--- src/reorderable_ordered_queue_defines.svh ---
// Assertion macros used by the queue RTL.
`ifndef REORDERABLE_ORDERED_QUEUE_DEFINES_SVH
`define REORDERABLE_ORDERED_QUEUE_DEFINES_SVH

// Same-cycle implication, disabled while reset is asserted.
`define ROQ_ASSERT_IMPLIES(name, clk, rst_n, ante, cons, msg) \
	name: assert property (@(posedge clk) disable iff (!rst_n) (ante) |-> (cons)) \
		else $error(msg);

// Next-cycle implication, disabled while reset is asserted.
`define ROQ_ASSERT_NEXT(name, clk, rst_n, ante, cons, msg) \
	name: assert property (@(posedge clk) disable iff (!rst_n) (ante) |=> (cons)) \
		else $error(msg);

`endif

--- src/roq_pkg.sv ---
`default_nettype none

package roq_pkg;

	// Sizing
	localparam int QUEUE_DEPTH = 16;
	localparam int ID_WIDTH    = 16;
	localparam int IDX_W       = (QUEUE_DEPTH > 1) ? $clog2(QUEUE_DEPTH) : 1;
	localparam int CNT_W       = $clog2(QUEUE_DEPTH + 1);
	localparam int TGT_W       = 8;
	localparam int CMP_W       = (CNT_W > TGT_W) ? CNT_W : TGT_W;
	localparam int ITEM_W      = 16;
	localparam int POS_W       = 5;

	// Command codes
	localparam logic [1:0] CMD_ADD  = 2'd0;
	localparam logic [1:0] CMD_MOVE = 2'd1;
	localparam logic [1:0] CMD_READ = 2'd2;

	// Status codes
	localparam logic [1:0] ST_OK     = 2'd0;
	localparam logic [1:0] ST_REJECT = 2'd1;
	localparam logic [1:0] ST_FULL   = 2'd2;
	localparam logic [1:0] ST_EMPTY  = 2'd3;

	typedef struct packed {
		logic [1:0]        command;
		logic [ITEM_W-1:0] item_id;
		logic [TGT_W-1:0]  target_position;
	} cmd_t;

	typedef struct packed {
		logic [1:0]        status;
		logic [ITEM_W-1:0] entry_id;
		logic [POS_W-1:0]  entry_position;
		logic              last;
	} res_t;

	typedef enum logic [1:0] {
		S_IDLE,
		S_EXEC,
		S_READ
	} state_t;

	typedef enum logic [1:0] {
		CELL_HOLD,
		CELL_APPEND,
		CELL_MOVE,
		CELL_ROTATE
	} cell_op_t;

	// Search key and list length, seen by every cell
	typedef struct packed {
		logic [ID_WIDTH-1:0] key;
		logic [CNT_W-1:0]    count;
	} lookup_t;

	// Per-cycle update order for the chain
	typedef struct packed {
		cell_op_t         op;
		logic [IDX_W-1:0] from_idx;
		logic [IDX_W-1:0] to_idx;
		logic [IDX_W-1:0] tail_idx;
		logic [CNT_W-1:0] count;
	} update_t;

endpackage

`default_nettype wire

--- src/roq_cell.sv ---
`default_nettype none

module roq_cell (
	input  logic                         clk,
	input  logic [roq_pkg::IDX_W-1:0]    index,
	input  roq_pkg::lookup_t             lookup,
	input  roq_pkg::update_t             update,
	input  logic [roq_pkg::ID_WIDTH-1:0] prev_id,
	input  logic [roq_pkg::ID_WIDTH-1:0] next_id,
	input  logic [roq_pkg::ID_WIDTH-1:0] head_id,
	output logic [roq_pkg::ID_WIDTH-1:0] id_q,
	output logic                         match
);
	import roq_pkg::*;

	logic [CNT_W-1:0]    index_ext;
	logic [ID_WIDTH-1:0] id_d;

	assign index_ext = CNT_W'(index);

	// Only occupied slots take part in the search
	assign match = (id_q == lookup.key) && (index_ext < lookup.count);

	// Slot update: append at tail, shift for a move, rotate for a read
	always_comb begin
		id_d = id_q;
		case (update.op)
			CELL_APPEND: begin
				if (index_ext == update.count)
					id_d = lookup.key;
			end
			CELL_MOVE: begin
				if (index == update.to_idx)
					id_d = lookup.key;
				else if ((update.to_idx < update.from_idx) && (index > update.to_idx) &&
					(index <= update.from_idx))
					id_d = prev_id;
				else if ((update.to_idx > update.from_idx) && (index >= update.from_idx) &&
					(index < update.to_idx))
					id_d = next_id;
			end
			CELL_ROTATE: begin
				if (index == update.tail_idx)
					id_d = head_id;
				else if (index < update.tail_idx)
					id_d = next_id;
			end
			default: ;
		endcase
	end

	always_ff @(posedge clk) begin
		id_q <= id_d;
	end

endmodule

`default_nettype wire

--- src/roq_chain.sv ---
`default_nettype none

module roq_chain (
	input  logic                            clk,
	input  roq_pkg::lookup_t                lookup,
	input  roq_pkg::update_t                update,
	output logic [roq_pkg::ID_WIDTH-1:0]    head_id,
	output logic [roq_pkg::QUEUE_DEPTH-1:0] match,
	output logic                            found,
	output logic [roq_pkg::IDX_W-1:0]       from_idx
);
	import roq_pkg::*;

	logic [ID_WIDTH-1:0] cell_id [QUEUE_DEPTH];

	// Row of slots, each wired to its neighbours (itself at the ends) and the head
	for (genvar i = 0; i < QUEUE_DEPTH; i++) begin : g_cell
		logic [ID_WIDTH-1:0] prev_w;
		logic [ID_WIDTH-1:0] next_w;

		if (i == 0) begin : g_first
			assign prev_w = cell_id[i];
		end else begin : g_prev
			assign prev_w = cell_id[i-1];
		end

		if (i == QUEUE_DEPTH - 1) begin : g_last
			assign next_w = cell_id[i];
		end else begin : g_next
			assign next_w = cell_id[i+1];
		end

		roq_cell u_cell (
			.clk     (clk),
			.index   (IDX_W'(i)),
			.lookup  (lookup),
			.update  (update),
			.prev_id (prev_w),
			.next_id (next_w),
			.head_id (cell_id[0]),
			.id_q    (cell_id[i]),
			.match   (match[i])
		);
	end

	assign head_id = cell_id[0];
	assign found   = |match;

	// Identifiers are unique, so at most one hit: OR the indices together
	always_comb begin
		from_idx = '0;
		for (int k = 0; k < QUEUE_DEPTH; k++) begin
			if (match[k])
				from_idx = from_idx | IDX_W'(k);
		end
	end

endmodule

`default_nettype wire

--- src/reorderable_ordered_queue.sv ---
// Channel   Dir  Handshake              Payload
// cmd       in   cmd_valid / cmd_stall  cmd_data (roq_pkg::cmd_t)
// res       out  res_valid / res_stall  res_data (roq_pkg::res_t)
//
// Add, move and unknown commands are accepted in S_IDLE and finished in S_EXEC, in
// which the slot row searches in parallel; a move shifts slots by one place.
// A non-empty read goes on from S_EXEC to S_READ; the row rotates one place per
// result and the head slot is emitted, so the rotation through the chain sets the rate.
// One command is in flight at a time; cmd_stall is high until it completes.
// Reset clears the list length and control; slot contents are not reset.
// A stalled result stays in the output register; execution waits for it.
`default_nettype none

`include "reorderable_ordered_queue_defines.svh"

module reorderable_ordered_queue (
	input  logic            clk,
	input  logic            arst_n,
	input  logic            cmd_valid,
	output logic            cmd_stall,
	input  roq_pkg::cmd_t   cmd_data,
	output logic            res_valid,
	input  logic            res_stall,
	output roq_pkg::res_t   res_data
);
	import roq_pkg::*;

	state_t                 state_q, state_d;
	cmd_t                   cmd_q;
	logic [CNT_W-1:0]       count_q, count_d;
	logic [IDX_W-1:0]       rd_q, rd_d;
	res_t                   res_q, res_d;
	logic                   res_valid_q;
	logic                   res_load;
	logic                   cmd_accept;
	logic                   slot_free;

	lookup_t                lookup;
	update_t                update;
	logic [ID_WIDTH-1:0]    key;
	logic                   key_zero;
	logic [ID_WIDTH-1:0]    head_id;
	logic [QUEUE_DEPTH-1:0] match;
	logic                   found;
	logic [IDX_W-1:0]       from_idx;
	logic [IDX_W-1:0]       to_idx;
	logic [IDX_W-1:0]       tail_idx;
	logic [CMP_W-1:0]       tgt_ext, cnt_ext, to_c;
	logic [CNT_W-1:0]       pos_c;

	// Handshake
	assign cmd_stall  = (state_q != S_IDLE);
	assign cmd_accept = cmd_valid && !cmd_stall;
	assign slot_free  = !res_valid_q || !res_stall;
	assign res_valid  = res_valid_q;
	assign res_data   = res_q;

	// Key and move target
	assign key      = ID_WIDTH'(cmd_q.item_id);
	assign key_zero = (key == '0);
	assign lookup   = '{key: key, count: count_q};
	assign tgt_ext  = CMP_W'(cmd_q.target_position);
	assign cnt_ext  = CMP_W'(count_q);
	assign to_c     = (tgt_ext > cnt_ext) ? (cnt_ext - 1'b1) : (tgt_ext - 1'b1);
	assign to_idx   = IDX_W'(to_c);
	assign tail_idx = IDX_W'(count_q - 1'b1);
	assign pos_c    = CNT_W'(rd_q) + 1'b1;

	roq_chain u_chain (
		.clk      (clk),
		.lookup   (lookup),
		.update   (update),
		.head_id  (head_id),
		.match    (match),
		.found    (found),
		.from_idx (from_idx)
	);

	// Next state
	always_comb begin
		state_d = state_q;
		case (state_q)
			S_IDLE: begin
				if (cmd_accept)
					state_d = S_EXEC;
			end
			S_EXEC: begin
				if ((cmd_q.command == CMD_READ) && (count_q != '0))
					state_d = S_READ;
				else if (slot_free)
					state_d = S_IDLE;
			end
			S_READ: begin
				if (slot_free && (rd_q == tail_idx))
					state_d = S_IDLE;
			end
			default: state_d = S_IDLE;
		endcase
	end

	// Outputs: result, slot update, counters
	always_comb begin
		res_load = 1'b0;
		res_d    = '{status: ST_OK, entry_id: '0, entry_position: '0, last: 1'b1};
		update   = '{op: CELL_HOLD, from_idx: from_idx, to_idx: to_idx,
			tail_idx: tail_idx, count: count_q};
		count_d  = count_q;
		rd_d     = rd_q;
		case (state_q)
			S_EXEC: begin
				rd_d = '0;
				if (slot_free) begin
					case (cmd_q.command)
						CMD_ADD: begin
							res_load = 1'b1;
							if (key_zero || found)
								res_d.status = ST_REJECT;
							else if (count_q == CNT_W'(QUEUE_DEPTH))
								res_d.status = ST_FULL;
							else begin
								update.op = CELL_APPEND;
								count_d   = count_q + 1'b1;
							end
						end
						CMD_MOVE: begin
							res_load = 1'b1;
							if ((cmd_q.target_position == '0) || key_zero || !found)
								res_d.status = ST_REJECT;
							else
								update.op = CELL_MOVE;
						end
						CMD_READ: begin
							// non-empty reads are emitted from S_READ
							if (count_q == '0) begin
								res_load     = 1'b1;
								res_d.status = ST_EMPTY;
							end
						end
						default: begin
							res_load     = 1'b1;
							res_d.status = ST_REJECT;
						end
					endcase
				end
			end
			S_READ: begin
				if (slot_free) begin
					res_load             = 1'b1;
					res_d.entry_id       = ITEM_W'(head_id);
					res_d.entry_position = POS_W'(pos_c);
					res_d.last           = (rd_q == tail_idx);
					update.op            = CELL_ROTATE;
					rd_d                 = rd_q + 1'b1;
				end
			end
			default: ;
		endcase
	end

	// Control registers
	always_ff @(posedge clk or negedge arst_n) begin
		if (!arst_n) begin
			state_q     <= S_IDLE;
			count_q     <= '0;
			rd_q        <= '0;
			res_valid_q <= 1'b0;
		end else begin
			state_q     <= state_d;
			count_q     <= count_d;
			rd_q        <= rd_d;
			res_valid_q <= res_load || (res_valid_q && res_stall);
		end
	end

	// Payload registers
	always_ff @(posedge clk) begin
		if (cmd_accept)
			cmd_q <= cmd_data;
		if (res_load)
			res_q <= res_d;
	end

	`ROQ_ASSERT_IMPLIES(a_count_bound, clk, arst_n, 1'b1, count_q <= CNT_W'(QUEUE_DEPTH), "list length beyond depth")
	`ROQ_ASSERT_IMPLIES(a_ids_unique, clk, arst_n, 1'b1, $onehot0(match), "identifier held in two slots")
	`ROQ_ASSERT_NEXT(a_read_ends, clk, arst_n, (state_q == S_READ) && res_load && res_d.last, state_q == S_IDLE, "read did not end after last entry")
	`ROQ_ASSERT_IMPLIES(a_entry_valid, clk, arst_n, (state_q == S_READ) && res_load, (res_d.entry_id != '0) && (res_d.entry_position != '0), "read emitted an empty slot")

endmodule

`default_nettype wire
--- config.mk ---
export PLATFORM = sky130hd
export DESIGN_NAME = reorderable_ordered_queue
export DESIGN_NICKNAME = d
export VERILOG_FILES = /design/src/roq_pkg.sv /design/src/roq_cell.sv /design/src/roq_chain.sv /design/src/reorderable_ordered_queue.sv
export VERILOG_INCLUDE_DIRS = /design/src /design/src/src
export SDC_FILE = /design/constraint.sdc
export NUM_CORES = 2
export LEC_CHECK = 0
export BUFFER_PORTS_ARGS = -buffer_cell sky130_fd_sc_hd__clkbuf_2
export CORE_AREA = 2 2 216 260
export CTS_CLUSTER_DIAMETER = 150
export DETAILED_ROUTE_END_ITERATION = 12
export DIE_AREA = 0 0 218 262
export PLACE_DENSITY_LB_ADDON = 0.08
export SYNTH_ARGS = -nofsm -noshare
export SYNTH_HDL_FRONTEND = slang
export SYNTH_SLANG_ARGS = --single-unit
--- constraint.sdc ---
create_clock -name clk -period 8.26 [get_ports clk]
set_clock_uncertainty 0.15 [all_clocks]
set_input_delay 0 -clock clk [delete_from_list [all_inputs] [get_ports clk]]
set_output_delay 0 -clock clk [all_outputs]
set_load 0.01 [all_outputs]
# ---- Word-level counts from Yosys, hierarchy flattened
# Index checks and enable logic that the tools add are counted.
dict set report word_totals {
  in_bits 30
  word_cells 529
  register_bits 318
  out_inout_bits 26
}
dict set report classes {
  order_cmp 96
  add_sub_neg 6
  n_eq_ne 124
  mux 150
  n_reduce_logical 124
  bitwise 2
}
# operator count
set op_table {}
lappend op_table {{two-way mux 16 bit} 94}
lappend op_table {{one-hot mux 16 bit (3 select lines)} 16}
lappend op_table {{equality test 16 bit} 16}
lappend op_table {{logical AND 1 bit} 82}
lappend op_table {{equality test 4 bit (first input constant)} 16}
lappend op_table {{AND reduction 4 bit} 15}
lappend op_table {{< comparator 4 bit (first input constant)} 14}
lappend op_table {{!= test 4 bit (second input constant)} 14}
lappend op_table {{!= test 3 bit (second input constant)} 18}
lappend op_table {{!= test 2 bit (second input constant)} 22}
lappend op_table {{equality test 4 x 5 -> 1 bit (first input constant)} 8}
lappend op_table {{< comparator 4 x 5 -> 1 bit (first input constant)} 8}
lappend op_table {{two-way mux 4 bit} 10}
lappend op_table {{equality test 3 x 4 -> 1 bit (first input constant)} 8}
lappend op_table {{> comparator 4 bit (first input constant)} 8}
lappend op_table {{less-or-equal comparator 4 bit (first input constant)} 8}
lappend op_table {{< comparator 3 x 4 -> 1 bit (first input constant)} 8}
lappend op_table {{>= comparator 4 bit (first input constant)} 7}
lappend op_table {{two-way mux 2 bit} 12}
lappend op_table {{equality test 3 x 5 -> 1 bit (first input constant)} 4}
lappend op_table {{< comparator 3 x 5 -> 1 bit (first input constant)} 4}
lappend op_table {{equality test 2 x 4 -> 1 bit (first input constant)} 4}
lappend op_table {{>= comparator 3 x 4 -> 1 bit (first input constant)} 4}
lappend op_table {{> comparator 3 x 4 -> 1 bit (first input constant)} 4}
lappend op_table {{47 further kinds} 98}

# ---- Depth between registers and ports, before layout
dict set report logic_depth {
  ltp_word 24
  depth_mapped 22
  ltp_nobuf 18
}

# ---- Cells and area by module
# A second synthesis with hierarchy kept.
dict set report hier_totals {
  hier_cells 3765
  area_unflattened_um2 33403.3
}
# module seq_area_each_um2 n_inst cells_each area_per_inst_um2
set modules_own_cells {}
lappend modules_own_cells {roq_cell 480.5 16 221 1905.6}
lappend modules_own_cells {reorderable_ordered_queue 1801.7 1 214 2829.0}
lappend modules_own_cells {roq_chain 0.0 1 15 85.1}

# ---- Least setup slack after synthesis
# No wires, ideal clock.
dict set report synth_path {
  path_kind {reg-to-reg}
  startpoint {register count_q[1]}
  endpoint {register u_chain.g_cell[4].u_cell.id_q[0] (netlist bit), enable pin}
  required_ps 7632
  arrival_ps 6778
  path_slack_ps 855
  stages_incl_launch_ff 20
  period_less_slack_ps 7405
  cell_sequence {dfrtp_1 clkbuf_1 inv_1 ha_1 and4_1 a221o_1 and2_1 mux2_2 clkbuf_1 inv_2 ha_1 nor2b_1 o21ai_0 nand2b_1 a21o_1 buf_1 and2_1 nand2_1 a22o_1 a2111oi_0}
}
dict set report synth_between {
  elab_chain_cells 22
  elab_cells_between_ends 84
}
# item line_no
set synth_rtl {}
lappend synth_rtl {{from (decl)} reorderable_ordered_queue.sv:30} ;# logic [CNT_W-1:0] count_q, count_d;
lappend synth_rtl {{from (signal assigned)} reorderable_ordered_queue.sv:169} ;# count_q <= count_d;
lappend synth_rtl {{< comparator 1 x 5 -> 1 bit} roq_cell.sv:22} ;# assign match = (id_q == lookup.key) && (index_ext < lookup.count);
lappend synth_rtl {{logical AND 1 bit} roq_cell.sv:22}
lappend synth_rtl {{two-way mux 1 bit} roq_chain.sv:53} ;# if (match[k])
lappend synth_rtl {{two-way mux 2 bit (2 in series)} roq_chain.sv:53}
lappend synth_rtl {{two-way mux 3 bit (4 in series)} roq_chain.sv:53}
lappend synth_rtl {{two-way mux 4 bit (8 in series)} roq_chain.sv:53}
lappend synth_rtl {{< comparator 4 bit (tied with other cells)} roq_cell.sv:35} ;# else if ((update.to_idx < update.from_idx) && (index > update.to_idx) &&
lappend synth_rtl {{logical AND 1 bit (on tied branches) (2 in series)} {roq_cell.sv:35, roq_cell.sv:38}}
lappend synth_rtl {{!= test 4 bit (no line)} --}
lappend synth_rtl {{AND reduction 4 bit (no line) *} --}
lappend synth_rtl {{to (signal assigned)} roq_cell.sv:53} ;# id_q <= id_d;
lappend synth_rtl {{to (decl)} roq_cell.sv:11} ;# output logic [roq_pkg::ID_WIDTH-1:0] id_q,
# Mark *: on every way between the ends. The rest lies on a longest branch, timed or not.
# A chain may end at the register's enable or synchronous reset.

# ---- Worst setup path in the final report
dict set report layout_path {
  startpoint {register count_q[1]}
  endpoint {register u_chain.g_cell[1].u_cell.id_q[11] (netlist bit), enable pin}
}
dict set report layout_between {
  elab_chain_cells 22
  elab_cells_between_ends 84
}
# item line_no
set layout_rtl {}
lappend layout_rtl {{< comparator 1 x 5 -> 1 bit} roq_cell.sv:22}
lappend layout_rtl {{logical AND 1 bit} roq_cell.sv:22}
lappend layout_rtl {{two-way mux 1 bit} roq_chain.sv:53}
lappend layout_rtl {{two-way mux 2 bit (2 in series)} roq_chain.sv:53}
lappend layout_rtl {{two-way mux 3 bit (4 in series)} roq_chain.sv:53}
lappend layout_rtl {{two-way mux 4 bit (8 in series)} roq_chain.sv:53}
lappend layout_rtl {{< comparator 4 bit (tied with other cells)} roq_cell.sv:35}
lappend layout_rtl {{logical AND 1 bit (on tied branches) (2 in series)} {roq_cell.sv:35, roq_cell.sv:38}}
lappend layout_rtl {{!= test 4 bit (no line)} --}
lappend layout_rtl {{AND reduction 4 bit (no line) *} --}
lappend layout_rtl {{to (signal assigned)} roq_cell.sv:53}
lappend layout_rtl {{to (decl)} roq_cell.sv:11}
# Marks and branches as above.

==> out/qor.csv <==
metric,value,unit
run status,completed,
core area,0.0546,mm²
# resized after CTS,0,
hold depth,2,
htree depth,2,
Mapped Nets,3079,
Startpoint Class,register,
die area,0.0571,mm²
post-layout min period,6.71,ns
Final Hold Fails,0,
ratio of cells with drive above 1 in the final layout,13.0,%
maximum vdd ir drop,0.000247,V
top-count cell post-synth,edfxtp_1,
synth warn,0,
via count,26736,
Post-Synthesis Cells,3030,
"Slew Viols, Final",0,
initial drt markers,3882,
num rows,94,
largest net degree at the start of global routing,149,
reg2reg start,count_q[1],
Post-Synthesis Cell Area,0.0271,mm²
RePlAce Congestion,1.05,
vias in the first global route,25346,
Hold Crit Class,in -> reg,
Avg WL per Cell,33.4,µm
Power per Cell Area,348,mW/mm²
initial antenna violation count,1,
Worst EP required,8.37,ns
CTS tree,yes,
DR pass1 iterations,8,
PortBufs,55,
RSZ-0062 raised after global routing,false,
"EDFF count, synth",306,
number of synthesized register bits,318,
Die Ht,262,µm
clk slew on worst S/H paths,0.06,ns
Residual DRC,0,
first-pass GRT wire length,178000,µm
"Remaining Overflow, GRT",0,
largest area contributor in the netlist,edfxtp_1,
final wirelength,125000,µm
R2R setup slack,1.55,ns
Arrival @ worst endpoint,6.82,ns
highest clock rate,149,MHz
Die Span X,218,µm
Relative slew margins,7.62,%
r2r endpoint,u_chain.g_cell[1].u_cell.id_q[11],
post-DP HPWL,83600,µm
drt via density,7.17,
CP max FO,17,
ant diodes,0,
hold buffers post-CTS,50,
Yosys top cell area share,34.0,%
CTS Buffer Depth,3,
Post-synth ARST share,3.77,%
Leakage,0.0105,µW
hold endpoint,key[4],
CTS Buf Count,39,
post-synthesis area per instance,8.93,µm²
Final Net Count,3027,
hold_sp,cmd_data[12],
register area share after synthesis,35.1,%
clk sink count,318,
"Top FF cell, synth",edfxtp_1,
Worst Setup End Kind,register,
number of library cell types mapped by synthesis,98,
fin util,53.8,%
Reg2Reg Depth,17,
Total Routing Usage GR,42.7,%
Setup TNS Final,0,ns
Starting Density,49.6,%
Slew @ Worst Pin,1.38,ns
Final period util,81.2,%
Final setup viols,0,
worst skew pair latency,0.59,ns
commonest cells in the netlist,"edfxtp_1, nand2_1, a21oi_1",
main area contributors after synthesis,"edfxtp_1, mux2i_1, xor2_1",
Post-CTS Setup Bufs,0,
max cap viols,0,
ANT nets after route,0,
Setup CP Type,reg -> reg,
"Area growth, synth to finish",8.55,%
clock root buffer,clkbuf_16,
IO Count,56,
==> layer usage <==
metal,global-route usage [%],share of wire [%]
met1,55.6,38
met2,65.6,44
met3,8.77,11
met4,25.4,6.8
met5,0,0
==> where the power goes <==
part | leakage [µW] | total [µW] | switching (µW) | internal [µW]
clock network | 0.000639 | 1830 | 772 | 1060
logic | 0.00690 | 5340 | 3640 | 1700
registers | 0.00294 | 3060 | 690 | 2370
==> worst max path at each step <==
stage | start | endpoint | cells after the start
2_1_floorplan | count_q[1] | u_chain.g_cell[4].u_cell.id_q[0] | 19
3_3_place_gp | count_q[1] | u_chain.g_cell[1].u_cell.id_q[3] | 18
3_5_place_dp | count_q[1] | u_chain.g_cell[1].u_cell.id_q[3] | 17
4_1_cts | count_q[1] | u_chain.g_cell[1].u_cell.id_q[14] | 17
5_1_grt | count_q[1] | u_chain.g_cell[14].u_cell.id_q[0] | 17
6_report | count_q[1] | u_chain.g_cell[1].u_cell.id_q[11] | 17
==> through the flow <==
stage | power (µW) | area [µm²] | cells | hold WS, ns | setup slack [ns]
after floorplan | 6190 | 27100 | 3030 | -0.446 | 0.855
after global placement | 8100 | 27600 | 3607 | -0.231 | 1.77
after detailed placement | 8150 | 27600 | 3607 | -0.230 | 1.71
after CTS | 10000 | 29400 | 3728 | 0.000371 | 1.69
after global routing | 10600 | 29400 | 3728 | 0.0186 | 1.27
final | 10200 | 29400 | 3728 | 0.0248 | 1.55
==> cells by family after synthesis <==
kind of cell             after synthesis  synth area share, %
XOR/XNOR                             276                 9.13
AO/OA/AOI/OAI                        929                 22.1
flip-flops                           318                 35.1
AND/OR/NAND/NOR                      890                 16.4
adder cells (fa/ha/maj)               19                0.879
buffers and inverters                364                 7.36
multiplexers                         234                 9.03
==> layout by cell type, fill, tap and decap left out, drive strengths merged, types with 9 or more instances in the layout <==
master,n
and2,11
a21o,21
dfrtp,12
nor4,68
ha,19
inv,55
o22ai,84
or4,14
clkbuf,99
nor2,151
xnor2,113
a32oi,15
a2111oi,9
nor3,41
a22oi,10
mux2,80
and3,86
dlygate4sd3,50
o21ai,208
o2bb2ai,17
xor2,163
nand3,86
a21oi,267
clkinv,18
a31oi,39
buf,111
edfxtp,306
mux2i,154
nand2b,23
nand2,303
a211oi,123
o22a,30
a211o,17
a221o,11
a21boi,16
nand4,42
o221a,17
nor4b,12
or3,18
==> registers in the layout (all words and copies together), names as in the netlist <==
register,count
cmd_q,2
count_q,5
res_data,24
res_valid,1
tgt_ext,8
key,16
rd_q,4
u_chain.g_cell.u_cell.id_q,256
state_q,2
==> critical path: stages (launching register included) <==
cell and delay, ns:
dfrtp_1 0.74, inv_1 0.30, ha_1 0.35, and4_1 0.19
a221o_1 0.41, and2_1 0.35, o21ai_2 0.57, inv_1 0.32
ha_1 0.40, o21ai_0 0.09, nand2b_1 0.10, a21o_1 0.54
nand2_1 0.30, nor3_1 0.45, nand2_1 0.18, o2bb2ai_1 0.21
a2111oi_2 0.40, buf_4 0.33
==> cell type report <==
class	instances	area, µm²
Clock buffer	44	1040
Clock inverter	27	272
Fill cell	5110	25200
Inverter	55	206
Multi-Input combinational cell	2348	15700
Sequential cell	318	9490
Tap cell	720	901
Timing Repair Buffer	216	1720
No activity file was read; power rests on OpenSTA's default activity.
